File: config.mk
export PLATFORM = sky130hd
export DESIGN_NAME = rgb_hsl_hue_gate
export DESIGN_NICKNAME = d
export VERILOG_FILES = /design/src/rhg_pkg.sv /design/src/rgb_hsl_hue_gate.sv /design/src/rhg_div_cell.sv
export VERILOG_INCLUDE_DIRS = /design/src /design/src/src
export SDC_FILE = /design/constraint.sdc
export NUM_CORES = 2
export LEC_CHECK = 0
export BUFFER_PORTS_ARGS = -buffer_cell sky130_fd_sc_hd__clkbuf_2
export CORE_ASPECT_RATIO = 1.25
export CORE_MARGIN = 2
export CORE_UTILIZATION = 30
export CTS_BUF_LIST = sky130_fd_sc_hd__clkbuf_4 sky130_fd_sc_hd__clkbuf_8 sky130_fd_sc_hd__clkbuf_16
export CTS_CLUSTER_DIAMETER = 40
export DETAILED_ROUTE_END_ITERATION = 16
export GPL_ROUTABILITY_DRIVEN = 0
export PLACE_DENSITY_LB_ADDON = 0.15
export SLEW_MARGIN = 20
export SYNTH_ARGS = -nofsm -noshare
export SYNTH_HDL_FRONTEND = slang
export SYNTH_HIERARCHICAL = 1
export SYNTH_SLANG_ARGS = --single-unit
File: constraint.sdc
create_clock -name clock -period 19.3 [get_ports clock]
set_input_delay 0.965 -clock clock [delete_from_list [all_inputs] [get_ports clock]]
set_output_delay 0.965 -clock clock [all_outputs]
set_load 0.05 [all_outputs]
File: src/assert_macros.svh
// Assertion macros for the RTL folder
`ifndef ASSERT_MACROS_SVH
`define ASSERT_MACROS_SVH
`ifndef SYNTHESIS
`define CHK_IMPLY(label, clk, rst, pre, post) \
   label: assert property (@(posedge clk) disable iff (rst) (pre) |-> (post)) \
      else $error("check failed");
`define CHK_NEXT(label, clk, rst, pre, post) \
   label: assert property (@(posedge clk) disable iff (rst) (pre) |=> (post)) \
      else $error("check failed");
`else
`define CHK_IMPLY(label, clk, rst, pre, post)
`define CHK_NEXT(label, clk, rst, pre, post)
`endif
`endif

File: src/rhg_pkg.sv
// ----------------------------------------------------------------------------
// rhg_pkg
// Types and constants shared by the hue gate cells.
// ----------------------------------------------------------------------------
`default_nettype none
package rhg_pkg;
   localparam int QUOT_W = 17;
   localparam logic [15:0] TARGET_RESET = 16'd10925;
   localparam logic [15:0] TOL_RESET    = 16'd6554;
   localparam logic CSR_TARGET = 1'b0;
   localparam logic CSR_TOL    = 1'b1;

   // word carried from cell to cell
   typedef struct packed {
      logic        valid;
      logic        fin;
      logic        grey;
      logic [16:0] light;
      logic [11:0] hden;      // 12*d
      logic [28:0] hrem;      // hue dividend remainder
      logic [16:0] hquo;
      logic [8:0]  sden;      // 2*den, up to 510
      logic [24:0] srem;      // d*131070 + den, up to 25 bits
      logic [16:0] squo;
   } cell_word_type;
endpackage
`default_nettype wire

File: src/rgb_hsl_hue_gate.sv
// ----------------------------------------------------------------------------
// rgb_hsl_hue_gate
// RGB to HSL conversion with a relative hue band gate.
// ----------------------------------------------------------------------------
// Takes one word per clock while not stalled. Stages: one setup stage, a
// chain of 17 division cells (one quotient bit of hue and saturation per
// cell), a multiply stage and the output register. The whole chain stalls
// together when rsp_stall holds a valid result.
`default_nettype none
`include "assert_macros.svh"
module rgb_hsl_hue_gate (
   input  wire logic        clock,
   input  wire logic        reset,
   input  wire logic        req_valid,
   output logic             req_stall,
   input  wire logic [7:0]  req_red,
   input  wire logic [7:0]  req_green,
   input  wire logic [7:0]  req_blue,
   input  wire logic        req_coords_finite,
   output logic             rsp_valid,
   input  wire logic        rsp_stall,
   output logic             rsp_keep,
   output logic [15:0]      rsp_hue,
   output logic [15:0]      rsp_saturation,
   output logic [15:0]      rsp_lightness,
   input  wire logic        csr_write,
   input  wire logic [0:0]  csr_index,
   input  wire logic [15:0] csr_data
);
   localparam int NC = rhg_pkg::QUOT_W;

   logic [15:0] target_ff, tol_ff;
   logic        advance;
   rhg_pkg::cell_word_type chain [0:NC];
   rhg_pkg::cell_word_type head_in;

   // config registers
   always_ff @(posedge clock) begin
      if (reset) begin
         target_ff <= rhg_pkg::TARGET_RESET;
         tol_ff    <= rhg_pkg::TOL_RESET;
      end else if (csr_write) begin
         if (csr_index[0] == rhg_pkg::CSR_TARGET) target_ff <= csr_data;
         else tol_ff <= csr_data;
      end
   end

   // whole pipe moves unless a result is held
   assign advance   = !(rsp_valid && rsp_stall);
   assign req_stall = !advance;

   // setup: max, min, numerators
   logic [7:0] mx, mn, d;
   logic [8:0] sum, den;
   logic [10:0] n;
   always_comb begin
      mx = req_red;
      if (req_green > mx) mx = req_green;
      if (req_blue > mx) mx = req_blue;
      mn = req_red;
      if (req_green < mn) mn = req_green;
      if (req_blue < mn) mn = req_blue;
      d = mx - mn;
      sum = {1'b0, mx} + {1'b0, mn};
      den = (sum < 9'd255) ? sum : 9'd510 - sum;
      if (req_red == mx) begin
         n = (req_green >= req_blue) ? {3'd0, req_green - req_blue}
            : 11'd6 * {3'd0, d} - ({3'd0, req_blue} - {3'd0, req_green});
      end else if (req_green == mx) begin
         n = 11'd2 * {3'd0, d} + {3'd0, req_blue} - {3'd0, req_red};
      end else begin
         n = 11'd4 * {3'd0, d} + {3'd0, req_red} - {3'd0, req_green};
      end
      head_in = '0;
      head_in.valid = req_valid;
      head_in.fin   = req_coords_finite;
      head_in.grey  = (d == 8'd0);
      head_in.light = 17'(({8'd0, sum} * 17'd257 + 17'd1) >> 1);
      head_in.hden  = 12'd12 * {4'd0, d};
      head_in.hrem  = {1'b0, n, 17'd0} + {17'd0, 12'd6 * {4'd0, d}};
      head_in.sden  = {den[7:0], 1'b0};
      head_in.srem  = {17'd0, d} * 25'd131070 + {16'd0, den};
   end

   always_ff @(posedge clock) begin
      if (reset) begin
         chain[0].valid <= 1'b0;
      end else if (advance) begin
         chain[0] <= head_in;
      end
   end

   // one cell per quotient bit, MSB first
   for (genvar i = 0; i < NC; i++) begin : g_cell
      rhg_div_cell #(.BIT(NC - 1 - i)) u_cell (
         .clock(clock), .reset(reset), .advance(advance),
         .word_in(chain[i]), .word_out(chain[i + 1])
      );
   end

   // multiply stage for band test
   rhg_pkg::cell_word_type tail;
   logic [15:0] hue_c, sat_c;
   logic [32:0] lo_c, hi_c;
   logic        mv_ff, mfin_ff;
   logic [15:0] mhue_ff, msat_ff, mlight_ff;
   logic [32:0] lo_ff, hi_ff;
   assign tail = chain[NC];
   always_comb begin
      hue_c = tail.grey ? 16'd0 : (tail.hquo[16] ? 16'hFFFF : tail.hquo[15:0]);
      sat_c = tail.grey ? 16'd0 : (tail.squo[16] ? 16'hFFFF : tail.squo[15:0]);
      lo_c = {17'd0, hue_c} * (33'd65536 - {17'd0, tol_ff});
      hi_c = {17'd0, hue_c} * (33'd65536 + {17'd0, tol_ff});
   end
   always_ff @(posedge clock) begin
      if (reset) begin
         mv_ff <= 1'b0;
      end else if (advance) begin
         mv_ff <= tail.valid;
      end
   end
   always_ff @(posedge clock) begin
      if (advance) begin
         mfin_ff <= tail.fin; mhue_ff <= hue_c; msat_ff <= sat_c;
         mlight_ff <= tail.light[15:0]; lo_ff <= lo_c; hi_ff <= hi_c;
      end
   end

   // output register
   logic [32:0] t_c;
   logic rv_ff;
   assign t_c = {1'b0, target_ff, 16'd0};
   always_ff @(posedge clock) begin
      if (reset) begin
         rv_ff <= 1'b0;
      end else if (advance) begin
         rv_ff <= mv_ff;
      end
   end
   always_ff @(posedge clock) begin
      if (advance) begin
         rsp_keep <= mfin_ff && (lo_ff < t_c) && (t_c < hi_ff);
         rsp_hue <= mhue_ff; rsp_saturation <= msat_ff; rsp_lightness <= mlight_ff;
      end
   end
   assign rsp_valid = rv_ff;

   `CHK_IMPLY(a_stall_hold, clock, reset, rsp_valid && rsp_stall, req_stall)
   `CHK_NEXT(a_out_stable, clock, reset, rsp_valid && rsp_stall, $stable(rsp_hue))
   `CHK_IMPLY(a_keep_hue, clock, reset, rsp_valid && rsp_keep, rsp_hue != 16'd0)
endmodule
`default_nettype wire

File: src/rhg_div_cell.sv
// ----------------------------------------------------------------------------
// rhg_div_cell
// One restoring-division cell: yields one quotient bit of hue and of
// saturation and hands the word to the next cell.
// ----------------------------------------------------------------------------
`default_nettype none
module rhg_div_cell #(
   parameter int BIT = 0
) (
   input  wire logic                  clock,
   input  wire logic                  reset,
   input  wire logic                  advance,
   input  wire rhg_pkg::cell_word_type word_in,
   output rhg_pkg::cell_word_type     word_out
);
   rhg_pkg::cell_word_type word_ff, word_in_n;
   logic [40:0] htrial;
   logic [33:0] strial;

   // compare divisor shifted to this bit position
   always_comb begin
      word_in_n = word_in;
      htrial = {word_in.hden, 29'd0} >> (29 - BIT);
      strial = {word_in.sden, 25'd0} >> (25 - BIT);
      if ({12'd0, word_in.hrem} >= htrial) begin
         word_in_n.hrem = word_in.hrem - htrial[28:0];
         word_in_n.hquo[BIT] = 1'b1;
      end
      if ({9'd0, word_in.srem} >= strial) begin
         word_in_n.srem = word_in.srem - strial[24:0];
         word_in_n.squo[BIT] = 1'b1;
      end
   end

   always_ff @(posedge clock) begin
      if (reset) begin
         word_ff.valid <= 1'b0;
      end else if (advance) begin
         word_ff <= word_in_n;
      end
   end
   assign word_out = word_ff;
endmodule
`default_nettype wire

Yosys cells after proc, flatten, opt, wreduce, memory -nomap -nowiden
Index checks and enable logic that the tools add are counted.
Word-level totals
  flip-flop bits (word level): 2070
  logic and storage cells: 371
  bits of input ports: 47
  output and inout port bits: 51
Operators by class
  multiply operators: 7
  mux-type cells: 43
  magnitude comparators: 42
  eq/ne operators: 2
  reduce and logical (&&, ||, !) cells: 7
  $add $sub $neg: 47
  bitwise logic cells: 3
Operator list (count)
  $mux 29: 15
  $mux 25: 15
  $mux 16: 3
  $lt 32x33->1: 1
  $lt 33x32->1: 1
  $mul 16x18->33: 1
  $mul 17x18->33: 1
  $mux 11: 3
  $mux 8: 4
  $mul 2x8->10 const A: 3
  $mux 30: 1
  $add 28x11->29: 1
  $ge 29x12->1: 1
  $ge 29x13->1: 1
  $ge 29x14->1: 1
  $ge 29x15->1: 1
  $ge 29x16->1: 1
  $ge 29x17->1: 1
  $ge 29x18->1: 1
  $ge 29x19->1: 1
  $ge 29x20->1: 1
  $ge 29x21->1: 1
  $ge 29x22->1: 1
  $ge 29x23->1: 1
  other kinds (80): 90

Depth between registers and ports, before layout
  depth after elaboration: 10
  depth in mapped cells: 50
  gate-level depth less buffers: 45

Modules after synthesis
Netlist, hierarchy kept.
By module, submodules not included
  rgb_hsl_hue_gate: instances 1, area an instance 33624.7 µm², cells an instance 3548
  rhg_div_cell (g_cell[16].u_cell): instances 1, area an instance 5908.2 µm², cells an instance 435
  rhg_div_cell (g_cell[15].u_cell): instances 1, area an instance 5854.4 µm², cells an instance 429
  rhg_div_cell (g_cell[14].u_cell): instances 1, area an instance 5825.6 µm², cells an instance 416
  rhg_div_cell (g_cell[13].u_cell): instances 1, area an instance 5814.3 µm², cells an instance 415
  rhg_div_cell (g_cell[12].u_cell): instances 1, area an instance 5791.8 µm², cells an instance 404
  rhg_div_cell (g_cell[11].u_cell): instances 1, area an instance 5790.6 µm², cells an instance 402
  rhg_div_cell (g_cell[10].u_cell): instances 1, area an instance 5679.2 µm², cells an instance 400
  rhg_div_cell (g_cell[9].u_cell): instances 1, area an instance 5649.2 µm², cells an instance 392
  rhg_div_cell (g_cell[7].u_cell): instances 1, area an instance 5639.2 µm², cells an instance 378
  rhg_div_cell (g_cell[8].u_cell): instances 1, area an instance 5580.4 µm², cells an instance 387
  rhg_div_cell (g_cell[3].u_cell): instances 1, area an instance 5524.0 µm², cells an instance 375
  rhg_div_cell (g_cell[4].u_cell): instances 1, area an instance 5517.8 µm², cells an instance 384
  rhg_div_cell (g_cell[5].u_cell): instances 1, area an instance 5482.8 µm², cells an instance 375
  +4 rows

Worst setup path after synthesis
No wires, ideal clock.
  kind: input to register
  from: input port req_red[5]
  to: register chain[2234] (netlist name) (data pin)
  library setup time: 0.260 ns
  cell stages on the path: 45
  path slack: 8.009 ns
  data arrival time: 11.031 ns
  path through: inv_1 ha_1 a21o_1 a21o_1 a21oi_1 nor2_1 nor2_1 clkbuf_1 clkbuf_1 a21oi_1 ha_1 a21o_1 a21o_1 a21oi_1 nor2_1 or2_2 buf_2 a21boi_0 [... 9 more ...] inv_1 ha_1 inv_1 fa_1 inv_1 fa_1 inv_1 fa_1 inv_1 ha_1 or2_2 a211oi_1 o21ai_0 a21oi_1 o2111ai_1 nor4b_1 nand4_1 xnor2_1
RTL lines
  from (decl): line rgb_hsl_hue_gate.sv:16  | input wire logic [7:0] req_red,
  to (decl): line rgb_hsl_hue_gate.sv:34  | rhg_pkg::cell_word_type chain [0:NC];

==> results.json <==
{
  "number_of_vias_after_detailed_routing": 74300,
  "synthesis.area_per_instance_um2": 12.7,
  "chipWidth_um": 582,
  "vias_per_cell": 4.65,
  "site_rows": 265,
  "critPathArrivalTime_ns": 12.81,
  "final_cell_mix": "sky130_fd_sc_hd__edfxtp_1 (2,302), sky130_fd_sc_hd__inv_1 (1,090), sky130_fd_sc_hd__ha_1 (754)",
  "finClkSkew_ns": 0.0467,
  "syn_to_final_growth_pct": 15.9,
  "timing_max_transition_violations_final": 0,
  "cts_root_buffer": "sky130_fd_sc_hd__clkbuf_16",
  "die_h_um": 726,
  "grt_setup_unrepaired": "no",
  "detailed_route_wire_length_mm": 277,
  "cts_tree": "done",
  "cts_buffer_depth": 4,
  "mostFrequentLayoutCell": "sky130_fd_sc_hd__edfxtp_1",
  "min-delay-path-class": "in2reg",
  "cts.sink_count": 2354,
  "routed_wire_length_per_instance_um": 17.3,
  "floorplan.initialDensity": 0.301,
  "holdBufCountCts": 0,
  "slew-limit-headroom": 0.240,
  "max-cap-violations": 0,
  "synth.yosys.warnings": 6,
  "ioPinCount": 98,
  "critPathBufInv": 6,
  "timing.fmax_mhz": 82.3,
  "finalCriticalPeriod_ns": 12.15,
  "worstPathRequired_ns": 19.97,
  "num-nets-final": 11500,
  "netlist_area_um2": 125000,
  "cts_buffers": 354,
  "firstDrtPassIters": 8,
  "insertion_delay_ns": 0.93,
  "detail_route.iter0.violations": 3336,
  "timing_worst_setup_path_type": "in2reg",
  "final-setup-viol-count": 0,
  "syn-instance-count": 9825,
  "final_antenna_net_count": 0,
  "crit_path_max_incr_delay_ns": 0.62,
  "critPathSlowestCell": "sky130_fd_sc_hd__nor2_2",
  "grt_pass1_wl_mm": 439,
  "cp_top_family": "compound AO/OA/AOI/OAI gates",
  "ctsHtreeMaxLevel": 5,
  "cts_repair_resize_count": 0,
  "timing.final.crit_share": 0.629,
  "initial_antenna_violation_count": 3,
  "cts_setup_buffers": 0,
  "setup.worst_path.start_class": "input port",
  "totalNegativeSetupSlack_ns": 0,
  "layout-drive-gt1-share": 0.106,
  "hpwlAfterDp_mm": 207,
  "global_route.overflow_total": 0,
  "largest_net_degree_at_the_start_of_global_routing": 119,
  "grtUsageTotal": 0.130,
  "grt_pass1_vias": 80000,
  "coreArea_um2": 416000,
  "finalHoldViolations": 0,
  "worst_setup_path_end_kind": "flop",
  "timing.reg2reg.setup_slack_ns": 9.39,
  "cp_max_fo": 22,
  "outcome": "complete, no violations",
  "n_fill_cell": 40500,
  "dieArea_um2": 422000,
  "drc_violations": 0,
  "clkTransAtPathRegs_ns": 0.05,
  "timing_worst_slew_pin_value_ns": 1.13,
  "port-buffer-count": 97
}
area by class of cell:
type	count	area, µm²	area share
flip-flops and latches	2354	70200	0.484
multi-input cells	6218	50200	0.347
clock buffers	396	9250	0.0638
well taps	5473	6850	0.0472
inverters	1093	4100	0.0283
clock inverters	260	3090	0.0213
repair buffers	187	1250	0.00860
diodes	2	5.00	0.0000345
flip-flops by register name, summed over array words and instances, names as in the netlist, 16 cells and up:
name                    count
chain                      71
g_cell.u_cell/word_out   2101
hi_ff                      32
lo_ff                      18
mhue_ff                    16
mlight_ff                  16
msat_ff                    16
rsp_hue                    16
rsp_lightness              16
rsp_saturation             16
target_ff                  16
tol_ff                     16
stage by stage:
stage	utilization	std cells	setup slack [ns]	hold slack (ns)	area, µm²
global placement	0.319	15300	5.82	0.400	133000
finish	0.349	16000	7.15	0.239	145000
CTS	0.348	16000	6.68	0.131	145000
detailed placement	0.319	15300	5.70	0.405	133000
floorplan	-	9882	8.01	0.400	125000
global route	0.349	16000	6.19	0.174	145000
layer usage:
layer  vias up  GRT usage  wire length, µm
met5         -          0                0
met4         0     0.0615            13200
met3       664     0.0210            10600
met2      1411      0.246           147000
met1     36300      0.140           106000
li1      35900          -                -
final timing paths:
kind,from,to,depth (start not counted)
setup reg to reg,tol_ff[1]$_SDFFE_PP1P_,lo_ff[32]$_DFFE_PN_,30
hold reg to reg,g_cell[7].u_cell/word_out[61]$_DFFE_PP_,g_cell[8].u_cell/word_out[61]$_DFFE_PP_,0
hold / removal,req_coords_finite,chain[2320]$_DFFE_PP_,1
setup / recovery,req_red[1],chain[2234]$_DFFE_PP_,41
Power is left out: the tool's default activity adds up to more than one toggle a clock period on the data nets, which glitch-free logic cannot reach.
